### config.mk
export PLATFORM = sky130hd
export DESIGN_NAME = button_press_classifier_flat
export DESIGN_NICKNAME = d
export VERILOG_FILES = /design/src/hdl/bpc_pkg.sv /design/src/hdl/bpc_if.sv /design/src/hdl/button_press_classifier.sv /design/src/flat_wrapper.sv
export SDC_FILE = /design/constraint.sdc
export NUM_CORES = 1
export LEC_CHECK = 0
export ABC_AREA = 0
export BUFFER_PORTS_ARGS = -buffer_cell sky130_fd_sc_hd__buf_4
export CORE_AREA = 2 2 208 210
export DETAILED_ROUTE_END_ITERATION = 12
export DIE_AREA = 0 0 210 212
export PLACE_DENSITY_LB_ADDON = 0.25
export SLEW_MARGIN = 20
export SYNTH_ARGS = -nofsm -noshare
export SYNTH_HDL_FRONTEND = slang
export SYNTH_SLANG_ARGS = --single-unit
### constraint.sdc
create_clock -name clk -period 5.8 [get_ports clk]
set_input_delay 0.87 -clock clk [delete_from_list [all_inputs] [get_ports clk]]
set_output_delay 0.87 -clock clk [all_outputs]
set_load 0.01 [all_outputs]
### src/hdl/bpc_pkg.sv
// package with shared constants and register codes of the button press classifier
package bpc_pkg;

  // default geometry
  localparam int NUM_BUTTONS_DEF = 6;
  localparam int COUNT_WIDTH_DEF = 16;

  // configuration register widths
  localparam int CFG_W   = 16;
  localparam int SHIFT_W = 4;
  localparam int CFG_IDX_W = 3;

  // configuration register indexes
  typedef enum logic [CFG_IDX_W-1:0] {
    REG_SHORT_MIN    = 3'd0,
    REG_LONG_MIN     = 3'd1,
    REG_LONG_MAX     = 3'd2,
    REG_REPEAT_START = 3'd3,
    REG_REPEAT_SHIFT = 3'd4
  } cfg_reg_t;

  // configuration reset values
  localparam logic [CFG_W-1:0]   SHORT_MIN_RST    = 16'd2;
  localparam logic [CFG_W-1:0]   LONG_MIN_RST     = 16'd15;
  localparam logic [CFG_W-1:0]   LONG_MAX_RST     = 16'd300;
  localparam logic [CFG_W-1:0]   REPEAT_START_RST = 16'd20;
  localparam logic [SHIFT_W-1:0] REPEAT_SHIFT_RST = 4'd3;

endpackage

### src/hdl/bpc_if.sv
// valid/ready channel interfaces for the tick input and the event output

interface bpc_in_if #(
  parameter int NUM_BUTTONS = bpc_pkg::NUM_BUTTONS_DEF
);
  logic                   valid;
  logic                   ready;
  logic [NUM_BUTTONS-1:0] pin_levels;
  logic [NUM_BUTTONS-1:0] edge_flags;

  modport source (output valid, output pin_levels, output edge_flags, input ready);
  modport sink   (input valid, input pin_levels, input edge_flags, output ready);
endinterface

interface bpc_out_if #(
  parameter int NUM_BUTTONS = bpc_pkg::NUM_BUTTONS_DEF
);
  logic                   valid;
  logic                   ready;
  logic [NUM_BUTTONS-1:0] short_events;
  logic [NUM_BUTTONS-1:0] long_events;
  logic [NUM_BUTTONS-1:0] repeat_events;
  logic [NUM_BUTTONS-1:0] active_mask;

  modport source (output valid, output short_events, output long_events,
                  output repeat_events, output active_mask, input ready);
  modport sink   (input valid, input short_events, input long_events,
                  input repeat_events, input active_mask, output ready);
endinterface

### src/hdl/button_press_classifier.sv
// button press classifier: short, long and auto-repeat events per timer tick
// an accepted tick is held in stage s1, then its events in the output register
// throughput: one tick per cycle unless the output stalls; the counter row is
//   read and written back per tick, a same-edge read gets the written row
// reset: configuration to defaults, tracking and repeat state cleared, counter
//   row reads as zero until its first write back
module button_press_classifier #(
  parameter int NUM_BUTTONS = bpc_pkg::NUM_BUTTONS_DEF,
  parameter int COUNT_WIDTH = bpc_pkg::COUNT_WIDTH_DEF
) (
  input  logic                           clk,
  input  logic                           rst_n,
  bpc_in_if.sink                         in_chan,
  bpc_out_if.source                      out_chan,
  input  logic                           cfg_we,
  input  logic [bpc_pkg::CFG_IDX_W-1:0]  cfg_index,
  input  logic [bpc_pkg::CFG_W-1:0]      cfg_wdata
);
  import bpc_pkg::*;

  localparam int RowW = NUM_BUTTONS * COUNT_WIDTH;
  localparam int CmpW = (COUNT_WIDTH > CFG_W) ? COUNT_WIDTH : CFG_W;

  // configuration registers
  logic [CFG_W-1:0]   short_min_r, long_min_r, long_max_r, repeat_start_r;
  logic [SHIFT_W-1:0] repeat_shift_r;

  always_ff @(posedge clk) begin
    if (!rst_n) begin
      short_min_r    <= SHORT_MIN_RST;
      long_min_r     <= LONG_MIN_RST;
      long_max_r     <= LONG_MAX_RST;
      repeat_start_r <= REPEAT_START_RST;
      repeat_shift_r <= REPEAT_SHIFT_RST;
    end else if (cfg_we) begin
      case (cfg_reg_t'(cfg_index))
        REG_SHORT_MIN:    short_min_r    <= cfg_wdata;
        REG_LONG_MIN:     long_min_r     <= cfg_wdata;
        REG_LONG_MAX:     long_max_r     <= cfg_wdata;
        REG_REPEAT_START: repeat_start_r <= cfg_wdata;
        REG_REPEAT_SHIFT: repeat_shift_r <= cfg_wdata[SHIFT_W-1:0];
        default: ;
      endcase
    end
  end

  // pipeline control
  logic s1_valid_r, s1_fire, in_fire;
  logic out_valid_r;

  assign s1_fire        = s1_valid_r && (!out_valid_r || out_chan.ready);
  assign in_chan.ready  = !s1_valid_r || s1_fire;
  assign in_fire        = in_chan.valid && in_chan.ready;

  always_ff @(posedge clk) begin
    if (!rst_n) begin
      s1_valid_r <= 1'b0;
    end else if (in_chan.ready) begin
      s1_valid_r <= in_chan.valid;
    end
  end

  // captured tick payload
  logic [NUM_BUTTONS-1:0] s1_pins_r, s1_edges_r;

  always_ff @(posedge clk) begin
    if (in_fire) begin
      s1_pins_r  <= in_chan.pin_levels;
      s1_edges_r <= in_chan.edge_flags;
    end
  end

  // hold counter memory: one row with all counters, read-modify-write per tick
  logic [RowW-1:0] cnt_mem [1];
  logic            row_valid_r;
  logic [RowW-1:0] rd_row_r;
  logic [RowW-1:0] wr_row;

  always_ff @(posedge clk) begin
    if (s1_fire) begin
      cnt_mem[0] <= wr_row;
    end
  end

  // registered read with forwarding of a write back at the same edge
  always_ff @(posedge clk) begin
    if (in_fire) begin
      if (s1_fire) begin
        rd_row_r <= wr_row;
      end else if (row_valid_r) begin
        rd_row_r <= cnt_mem[0];
      end else begin
        rd_row_r <= '0;
      end
    end
  end

  always_ff @(posedge clk) begin
    if (!rst_n) begin
      row_valid_r <= 1'b0;
    end else if (s1_fire) begin
      row_valid_r <= 1'b1;
    end
  end

  // tracking and repeat state
  logic [NUM_BUTTONS-1:0] tracking_r, tracking_nxt;
  logic [NUM_BUTTONS-1:0] armed_r, armed_nxt;
  logic [NUM_BUTTONS-1:0] ev_short, ev_long, ev_rep;
  logic [COUNT_WIDTH-1:0] period_mask;

  assign period_mask = ~({COUNT_WIDTH{1'b1}} << repeat_shift_r);

  // per-button update of one tick
  always_comb begin
    logic [NUM_BUTTONS-1:0] pressed;
    logic [NUM_BUTTONS-1:0] kept;
    logic [COUNT_WIDTH-1:0] cnt;
    logic [COUNT_WIDTH-1:0] inc;
    logic                   at_start;
    pressed   = ~s1_pins_r;
    kept      = tracking_r;
    armed_nxt = armed_r;
    ev_short  = '0;
    ev_long   = '0;
    ev_rep    = '0;
    wr_row    = rd_row_r;
    for (int i = 0; i < NUM_BUTTONS; i++) begin
      cnt      = rd_row_r[i*COUNT_WIDTH +: COUNT_WIDTH];
      inc      = cnt + 1'b1;
      at_start = CmpW'(inc) >= CmpW'(repeat_start_r);
      if (tracking_r[i]) begin
        if (pressed[i]) begin
          wr_row[i*COUNT_WIDTH +: COUNT_WIDTH] = inc;
          armed_nxt[i] = armed_r[i] || at_start;
          ev_rep[i] = (!armed_r[i] && at_start) ||
                      (armed_nxt[i] && ((inc & period_mask) == '0));
        end else if (CmpW'(cnt) >= CmpW'(short_min_r)) begin
          ev_short[i] = CmpW'(cnt) < CmpW'(long_min_r);
          ev_long[i]  = !ev_short[i] && (CmpW'(cnt) < CmpW'(long_max_r));
          wr_row[i*COUNT_WIDTH +: COUNT_WIDTH] = '0;
          kept[i]      = 1'b0;
          armed_nxt[i] = 1'b0;
        end
      end
    end
    // edges arm after the tick is processed
    tracking_nxt = kept | s1_edges_r;
  end

  always_ff @(posedge clk) begin
    if (!rst_n) begin
      tracking_r <= '0;
      armed_r    <= '0;
    end else if (s1_fire) begin
      tracking_r <= tracking_nxt;
      armed_r    <= armed_nxt;
    end
  end

  // output register
  logic [NUM_BUTTONS-1:0] short_r, long_r, rep_r, active_r;

  always_ff @(posedge clk) begin
    if (!rst_n) begin
      out_valid_r <= 1'b0;
    end else if (s1_fire) begin
      out_valid_r <= 1'b1;
    end else if (out_chan.ready) begin
      out_valid_r <= 1'b0;
    end
  end

  always_ff @(posedge clk) begin
    if (s1_fire) begin
      short_r  <= ev_short;
      long_r   <= ev_long;
      rep_r    <= ev_rep;
      active_r <= tracking_nxt;
    end
  end

  assign out_chan.valid         = out_valid_r;
  assign out_chan.short_events  = short_r;
  assign out_chan.long_events   = long_r;
  assign out_chan.repeat_events = rep_r;
  assign out_chan.active_mask   = active_r;

endmodule

### src/flat_wrapper.sv
// flat-port wrapper written by rule: the top's interface ports become plain ports
module button_press_classifier_flat import bpc_pkg::*;
#(
  parameter int NUM_BUTTONS = bpc_pkg::NUM_BUTTONS_DEF,
  parameter int COUNT_WIDTH = bpc_pkg::COUNT_WIDTH_DEF
)
  (clk, rst_n, cfg_we, cfg_index, cfg_wdata, in_chan_valid, in_chan_pin_levels, in_chan_edge_flags, in_chan_ready, out_chan_valid, out_chan_short_events, out_chan_long_events, out_chan_repeat_events, out_chan_active_mask, out_chan_ready);
  bpc_in_if #(.NUM_BUTTONS(NUM_BUTTONS)) in_chan_i ();
  bpc_out_if #(.NUM_BUTTONS(NUM_BUTTONS)) out_chan_i ();
  input  logic clk;
  input  logic rst_n;
  input  logic cfg_we;
  input  logic [bpc_pkg::CFG_IDX_W-1:0] cfg_index;
  input  logic [bpc_pkg::CFG_W-1:0] cfg_wdata;
  input wire logic [$bits(in_chan_i.valid)-1:0] in_chan_valid;
  input wire logic [$bits(in_chan_i.pin_levels)-1:0] in_chan_pin_levels;
  input wire logic [$bits(in_chan_i.edge_flags)-1:0] in_chan_edge_flags;
  output wire logic [$bits(in_chan_i.ready)-1:0] in_chan_ready;
  output wire logic [$bits(out_chan_i.valid)-1:0] out_chan_valid;
  output wire logic [$bits(out_chan_i.short_events)-1:0] out_chan_short_events;
  output wire logic [$bits(out_chan_i.long_events)-1:0] out_chan_long_events;
  output wire logic [$bits(out_chan_i.repeat_events)-1:0] out_chan_repeat_events;
  output wire logic [$bits(out_chan_i.active_mask)-1:0] out_chan_active_mask;
  input wire logic [$bits(out_chan_i.ready)-1:0] out_chan_ready;
  assign in_chan_i.valid = in_chan_valid;
  assign in_chan_i.pin_levels = in_chan_pin_levels;
  assign in_chan_i.edge_flags = in_chan_edge_flags;
  assign in_chan_ready = in_chan_i.ready;
  assign out_chan_valid = out_chan_i.valid;
  assign out_chan_short_events = out_chan_i.short_events;
  assign out_chan_long_events = out_chan_i.long_events;
  assign out_chan_repeat_events = out_chan_i.repeat_events;
  assign out_chan_active_mask = out_chan_i.active_mask;
  assign out_chan_i.ready = out_chan_ready;
  button_press_classifier #(.NUM_BUTTONS(NUM_BUTTONS), .COUNT_WIDTH(COUNT_WIDTH)) u_core (.clk(clk), .rst_n(rst_n), .in_chan(in_chan_i), .out_chan(out_chan_i), .cfg_we(cfg_we), .cfg_index(cfg_index), .cfg_wdata(cfg_wdata));
endmodule
# Word-level counts from Yosys, hierarchy flattened
# Memories as Yosys holds them, arrays and structs flattened.
# Cells that the tools add are included.
# W data, S select, Z words.
# totals
ff_bits	215
mem_bits_rw	96
in_bits	36
out_inout_bits	26
mem_count	1
# classes
add_sub_neg	6
magnitude_cmp	24
n_eq_ne	4
n_shift	1
n_mux	54
n_bitwise	21
reduce_logical	85
# memory_table
memory	depth	word_bits	read_ports	rd_ports_with_merged_regs	write_ports	line_no	rtl
u_core.cnt_mem	1	96	1	0	1	button_press_classifier.sv:74	logic [RowW-1:0] cnt_mem [1];
# op_table
operator	count
$mux W16	18
$ge A16 B16 Y1	12
$lt A16 B16 Y1	12
$mux W96	2
$add A16 B1 Y16 const B	6
$and A16 B16 Y16	6
$logic_not A16 Y1	6
$mux W1	34
$reduce_and A2 Y1	11
$logic_and A1 B1 Y1	20
$reduce_and A3 Y1	6
$reduce_or A3 Y1	6
$not A16 Y16	1
$shl A16 B4 Y16 const A	1
$logic_not A1 Y1	14
$logic_or A1 B1 Y1	14
$reduce_bool A2 Y1	7
$not A1 Y1	12
$eq A3 B2 Y1 const B	2
$not A6 Y6	1
$or A6 B6 Y6	1
$eq A3 B1 Y1 const B	1
$eq A3 B3 Y1 const B	1
$logic_not A3 Y1	1

# Longest topological paths before layout
# Gate-level depths: netlist of run 1.
# logic_depth
ltp_word	6
depth_mapped	15

# Worst setup path before layout of run 1
# Ideal clock, no wire load.
# synth_path
kind	input to register
from	in out_chan_ready
to	mem u_core.cnt_mem[0][0] (netlist bit), enable pin
arrival_ps	5211
required_time_ps	5269
setup_slack_ps	58
stages	7
path_buffers	4
cell_sequence	nor2b_1 nand2b_1 clkbuf_1 inv_1 clkbuf_1 buf_2 buf_1
# synth_via
elab_chain_len	4
# synth_lines
element	line_no	rtl
start, declared	flat_wrapper.sv:24	input wire logic [$bits(out_chan_i.ready)-1:0] out_chan_ready;
$logic_or A1 B1 Y1	button_press_classifier.sv:51	assign s1_fire = s1_valid_r && (!out_valid_r || out_chan.ready);
$logic_and A1 B1 Y1	button_press_classifier.sv:51	
via u_core.s1_fire	button_press_classifier.sv:48	logic s1_valid_r, s1_fire, in_fire;
$mux W1	button_press_classifier.sv:80	if (s1_fire) begin
$mux W1 (not written as such)	button_press_classifier.sv:81	cnt_mem[0] <= wr_row;
end, declared	button_press_classifier.sv:74	
# The timed path passes the listed nets, and every way through them passes these cells.

# Worst setup path after layout of run 1
# layout_path
from	reg u_core.rd_row_r[32]
to	reg u_core.rep_r[2], in the netlist u_core.out_chan.repeat_events[2], data pin
# layout_via
elab_chain_len	5
# layout_lines
element	line_no	rtl
start, declared	button_press_classifier.sv:76	logic [RowW-1:0] rd_row_r;
start signal, assigned	button_press_classifier.sv:89	rd_row_r <= wr_row;
start signal, assigned	button_press_classifier.sv:91	rd_row_r <= cnt_mem[0];
$add A16 B1 Y16 (*)	button_press_classifier.sv:130	inc = cnt + 1'b1;
$ge A16 B16 Y1 / $and A16 B16 Y16 (equally long branches)	button_press_classifier.sv:131, button_press_classifier.sv:137	
$logic_or A1 B1 Y1 / $logic_not A16 Y1 (equally long branches)	button_press_classifier.sv:135, button_press_classifier.sv:137	
$logic_and A1 B1 Y1	button_press_classifier.sv:137	(armed_nxt[i] && ((inc & period_mask) == '0));
$logic_or A1 B1 Y1 (*)	button_press_classifier.sv:136	ev_rep[i] = (!armed_r[i] && at_start) ||
end signal, assigned	button_press_classifier.sv:178	rep_r <= ev_rep;
end, declared	button_press_classifier.sv:162	logic [NUM_BUTTONS-1:0] short_r, long_r, rep_r, active_r;
# Mark *: on every way between the ends. The rest lies on a longest branch, timed or not.
# A chain may end at the register's enable or synchronous reset.

==> flow_metrics.tcl, run 1 <==
set metrics [dict create \
    outcome "finished clean" \
    ant_nets 0 \
    synth.most_common_cell "ha_1" \
    route.final.wire_length_mm 85.1 \
    die_h_um 212 \
    gp_congestion 0.978 \
    synth_nets 2997 \
    peakVddDrop_v 0.000226 \
    placed_area_um2 24900 \
    post_cts.repair.setup_buffers 0 \
    critPathLaunchType "register" \
    ctsLongestPathBuffers 3 \
    clockRootBuffer "clkbuf_16" \
    dr_total_vias 21600 \
    setup_viol 0 \
    hpwlAfterDp_mm 58.2 \
    drive_gt1_frac 0.0614 \
    powerDensity_nw_per_um2 241 \
    io_buffers 61 \
    critical_path_class "register to register" \
    fmax_mhz 264 \
    syn_to_final_growth_pct 7.89 \
    drc 0 \
    fin_area_um2 26100 \
    reg2reg_depth 12 \
    synthFlopType "edfxtp_1" \
    ys_seq_area_frac 0.351 \
    grt_setup_unrepaired "no" \
    yosysTopAreaCell "edfxtp_1" \
    tightest_slew_ns 1.05 \
    slew-limit-headroom 0.298 \
    synth_top_area_share 0.283 \
    ioPinCount 62 \
    insertion_delay_ns 0.58 \
    first_global_vias 20500 \
    syn_inst 2583 \
    grt_pass1_wl_mm 126 \
    clock_skew_ns 0.0256 \
    layout_min_cycle_time_ns 3.79 \
    vias_per_cell 6.85 \
    die_area_um2 44500 \
    worstSetupEndpointType "register" \
    min_period_over_period 0.654 \
    drv_slew 0 \
    crit_top_cell "ha_1" \
    hold_viol_final 0 \
    ys_ff_latch 311 \
    first_iter_violations 2525 \
    cp.arrival_ns 4.19 \
    synth-async-reset-ratio 0 \
    post_synth_num_cell_types 89 \
    grt_antenna_before_repair 2 \
    grt_use_total 0.380 \
    synth_edf_count 228 \
    die-width_um 210 \
    path_clk_slew_ns 0.06 \
    synth_area_leaders "edfxtp_1 (28%), ha_1 (20%), dfxtp_1 (6.9%)" \
    cpMaxStageDelayCell "edfxtp_1" \
    start_util 0.570 \
    post_synth_instance_area_um2 24200 \
    synth_commonest_cells "ha_1 (378), nand2_1 (280), edfxtp_1 (228), a21oi_1 (136), nor2_1 (134)" \
    critical_path.max_fanout 11 \
    cts.sinks 311 \
    max-cap-violations 0 \
    tns_ns 0 \
    required_ns 6.19 \
    n_fill_cell 3575 \
    rows 76 \
    wire_per_inst_um 27.0 \
    yosysWarnings 0 \
    finalPower_mw 6.31 \
    core_um2 42500 \
    cts_tree "built" \
    grt_max_degree 115 \
    power.leakage_nw 10.8 \
    cts_hold_buf 0 \
    overflow 0 \
    h-tree-depth 2 \
    path_cells "ha_1 > nand2_1 > nor3_1 > xnor2_1 > inv_1 > ha_1 > nand4_1 > nor4_1 > o211ai_1 > a21o_1 > nand3b_1 > o32ai_2" \
    postCtsResizedCells 0 \
    holdPathStages 1 \
    drtPass1Iterations 6 \
    final_nets 2990 \
    hold_class "input port to register" \
    synth.avg_cell_area_um2 9.38 \
    cts-buffers-inserted 38 \
    critical_path.max_stage_delay_ns 0.59 \
]
## sequential cells by signal, indices dropped and copies added (netlist names), 4 cells and up
name / flops
u_core.out_chan.active_mask: 6
u_core.repeat_start_r: 16
u_core.long_min_r: 16
u_core.s1_pins_r: 6
u_core.long_max_r: 16
u_core.rd_row_r: 96
u_core.out_chan.short_events: 6
u_core.s1_edges_r: 6
u_core.short_min_r: 16
u_core.cnt_mem: 96
u_core.out_chan.repeat_events: 6
u_core.out_chan.long_events: 6
u_core.armed_r: 6
u_core.repeat_shift_r: 4
u_core.tracking_r: 6
## cells in the final DEF, fill, tap and decap left out, types with 7 or more instances in the layout
cell type	instances
clkinv_2	10
o22ai_1	7
edfxtp_1	228
o21a_1	15
a211oi_1	15
o31ai_1	12
xor2_1	44
a21boi_0	62
o2bb2ai_1	10
a31oi_1	11
a21o_1	124
a22o_1	44
xnor2_1	42
a21oi_1	136
inv_1	123
ha_1	378
nor4_1	17
o211ai_1	31
o21ai_1	16
and2_1	17
a221o_1	46
nor2b_1	34
nand2_1	280
nor2_1	134
and3_1	51
dfxtp_1	83
nor3_1	47
mux2i_1	10
buf_4	69
nand4_1	69
a221oi_1	11
nand2b_1	33
clkbuf_16	38
o21ai_0	131
nand3_1	77
## layout make-up
type,instances,area [um^2],area share
inverter,127,484,0.0185
multi-input combinational,2028,14700,0.564
clock inverter,23,170,0.00651
tap,546,683,0.0261
sequential,311,8510,0.326
antenna,1,2.50,0.0000958
clock buffer,47,1010,0.0388
timing repair buffer,70,538,0.0206
## stage by stage
| step | utilization | worst slack (ns) | hold slack, ns | instances |
|---|---|---|---|---|
| 6_report | 0.615 | 2.01 | 0.466 | 3153 |
| 5_1_grt | 0.615 | 1.72 | 0.466 | 3152 |
| 3_5_place_dp | 0.587 | 2.03 | 0.460 | 3082 |
| 2_1_floorplan | - | 0.0579 | 0.443 | 2583 |
| 3_3_place_gp | 0.587 | 2.09 | 0.452 | 3082 |
| 4_1_cts | 0.615 | 2.07 | 0.451 | 3152 |
## path summary, 6_finish.rpt
path / slack (ns) / to / from
max: 2.01 / u_core.out_chan.repeat_events[2]$_SDFFCE_PN0P_ / u_core.rd_row_r[32]$_DFFE_PP_
min: 0.47 / u_core.s1_pins_r[1]$_DFFE_PP_ / in_chan_pin_levels[1]
max reg2reg: 2.01 / u_core.out_chan.repeat_events[2]$_SDFFCE_PN0P_ / u_core.rd_row_r[32]$_DFFE_PP_
min reg2reg: 0.47 / u_core.repeat_start_r[1]$_SDFFE_PN0P_ / u_core.repeat_start_r[1]$_SDFFE_PN0P_
## kinds of logic (layout without fill, tap and decap cells)
logic type | count (synthesis) | after routing | synth area share
and+or+nand+nor | 800 | 800 | 0.160
buffers and inverters | 244 | 267 | 0.0408
DFF | 311 | 311 | 0.351
other | 0 | 1 | 0
muxes | 13 | 13 | 0.00553
AOI/OAI and AO/OA | 751 | 751 | 0.216
adders and majority gates | 378 | 378 | 0.195
xor gates and xnor gates | 86 | 86 | 0.0311
## layer usage
layer,up-vias,global-route usage,wire length [um]
li1,9719,-,-
met1,10300,0.497,33600
met2,1314,0.567,35900
met3,311,0.0778,9270
met4,0,0.261,6370
met5,-,0,0
## worst max-delay path, delay by kind of cell, from the launching register on
family	cells	cell delay [ns]
buf+inv	1	0.13
simple gates	5	1.29
xor+xnor	1	0.26
flops	1	0.59
fa+ha+maj	2	0.65
compound gates	3	0.68
## power breakdown
part | switching (mW) | leakage, nW | internal, mW
logic | 0.700 | 7.34 | 0.500
clock network | 1.03 | 0.586 | 1.30
registers | 0.233 | 2.91 | 2.55
Note: power is estimated with default switching activity, not from simulation.
==> inputs of run 2 (changes only) <==
--- a/config.mk
+++ b/config.mk
@@ -7,9 +7,9 @@
 export LEC_CHECK = 0
 export ABC_AREA = 0
 export BUFFER_PORTS_ARGS = -buffer_cell sky130_fd_sc_hd__buf_4
-export CORE_AREA = 2 2 208 210
+export CORE_AREA = 2 2 198 200
 export DETAILED_ROUTE_END_ITERATION = 12
-export DIE_AREA = 0 0 210 212
+export DIE_AREA = 0 0 200 202
 export PLACE_DENSITY_LB_ADDON = 0.25
 export SLEW_MARGIN = 20
 export SYNTH_ARGS = -nofsm -noshare
==> constraint.sdc (replaced) <==
create_clock -name clk -period 3.5 [get_ports clk]
set_input_delay 0.525 -clock clk [delete_from_list [all_inputs] [get_ports clk]]
set_output_delay 0.525 -clock clk [all_outputs]
set_load 0.01 [all_outputs]
==> flow_metrics.tcl, run 2 (synthesized netlist as in run 1, its figures left out) <==
set metrics [dict create \
    outcome "finished clean" \
    slew-limit-headroom 0.306 \
    io_buffers 61 \
    max-cap-violations 0 \
    clockRootBuffer "clkbuf_16" \
    setup_viol 0 \
    worstHoldStart "in_chan_pin_levels[1]" \
    cts_tree "built" \
    route.final.wire_length_mm 85.3 \
    insertion_delay_ns 0.59 \
    r2r-start "u_core.rd_row_r[48]$_DFFE_PP_" \
    critical_path_class "register to register" \
    tightest_slew_ns 1.04 \
    hold_class "input port to register" \
    grtUsageMet1 0.524 \
    worstSetupEndpointType "register" \
    reg_top3 "u_core.cnt_mem: 96 flops, u_core.rd_row_r: 96 flops" \
    fmax_mhz 303 \
    powerDensity_nw_per_um2 396 \
    grt_antenna_before_repair 1 \
    pre_cts_ws_ns 0.305 \
    fin_hold_ws_ns 0.120 \
    first_global_vias 21300 \
    required_ns 3.81 \
    drive_gt1_frac 0.0900 \
    drv_slew 0 \
    min_period_over_period 0.943 \
    drc 0 \
    grt_setup_unrepaired "no" \
    critPathLaunchType "register" \
    drtPass1Iterations 7 \
    layout_commonest_cell "ha_1" \
    ioPinCount 62 \
    crit_family "simple AND/OR/NAND/NOR gates" \
    overflow 0 \
    critical_path.max_fanout 8 \
    power.leakage_nw 11.3 \
    die_h_um 202 \
    startpoint "u_core.rd_row_r[48]$_DFFE_PP_" \
    final_cell_mix "ha_1 (378), nand2_1 (280), edfxtp_1 (228), buf_4 (155), a21oi_1 (136)" \
    die-width_um 200 \
    wire_per_inst_um 26.6 \
    core_um2 38300 \
    h-tree-depth 2 \
    path_buf_inv 0 \
    layout_min_cycle_time_ns 3.30 \
    ctsLongestPathBuffers 3 \
    gp_congestion 1.02 \
    hpwlAfterDp_mm 58.8 \
    path_cells "ha_1 > nand2_1 > nor3_1 > xor2_1 > ha_1 > nor2b_1 > o21ai_0 > o211ai_1 > a21o_1 > nand2_1 > a21oi_1" \
    grt_use_total 0.421 \
    final_nets 3076 \
    clock_skew_ns 0.0463 \
    first_iter_violations 2607 \
    path_clk_slew_ns 0.06 \
    top_usage_layer "met2" \
    start_util 0.632 \
    grt.met2_usage 0.625 \
    critical_path.max_stage_delay_ns 0.55 \
    cts-buffers-inserted 36 \
    vias_per_cell 6.95 \
    tns_ns 0 \
    syn_to_final_growth_pct 10.7 \
    met3_usage 0.109 \
    layout_setup_ws_ns 0.200 \
    cp.arrival_ns 3.61 \
    grt_max_degree 91 \
    grt_pass1_wl_mm 127 \
    cts_hold_buf 0 \
    die_area_um2 40400 \
    cpMaxStageDelayCell "edfxtp_1" \
    rows 72 \
    hold_viol_final 0 \
    cts.sinks 311 \
    ant_nets 0 \
    peakVddDrop_v 0.000362 \
    dr_total_vias 22300 \
]
==> run 2: cell types whose count changed in the layout (fill, tap and decap cells not counted), sizes merged <==
cell and delta:
clkbuf +2, bufinv +3, inv -3, clkinv -8, buf +88, clkinvlp +1, diode +2
==> run 2: cell type report <==
class / count / area, um^2
flip-flops and latches: 311 / 8510
diodes: 3 / 7.51
clock inverters: 16 / 190
multi-input cells: 2028 / 14700
repair buffers: 158 / 1220
inverters: 127 / 484
well taps: 518 / 648
fillers: 2978 / 11500
clock buffers: 49 / 1010
==> run 2: layer usage <==
layer / vias up / wire (um)
li1: 9891 / -
met1: 10500 / 31200
met2: 1507 / 36000
met3: 451 / 10400
met4: 0 / 7630
met5: - / 0
==> run 2: final timing paths <==
kind	cells after the start	slack [ns]	endpoint
hold reg to reg	2	0.47	u_core.short_min_r[12]$_SDFFE_PN0P_
setup reg to reg	11	0.20	u_core.out_chan.repeat_events[3]$_SDFFCE_PN0P_
hold / removal	1	0.12	u_core.s1_pins_r[1]$_DFFE_PP_
setup / recovery	11	0.20	u_core.out_chan.repeat_events[3]$_SDFFCE_PN0P_
==> run 2: report_power, final <==
part	switching (mW)	internal, mW	leakage (nW)
Sequential	0.224	4.22	2.91
Combinational	1.35	0.913	7.78
Clock	1.58	2.32	0.578
==> run 2: repair_timing <==
action,4_1_cts,5_1_grt
setup endpoints to repair,0,1
buffers inserted,0,0
gates resized for setup,0,1
==> run 2: stage by stage <==
step           instance area, um^2  cells  utilization  power (mW)
6_report                     26800   3210        0.700        10.6
5_1_grt                      26800   3207        0.700        11.0
4_1_cts                      26800   3207        0.700        10.5
3_5_place_dp                 25600   3142        0.668        6.68
3_3_place_gp                 25600   3142        0.668        6.56
2_1_floorplan                24200   2583            -        5.92
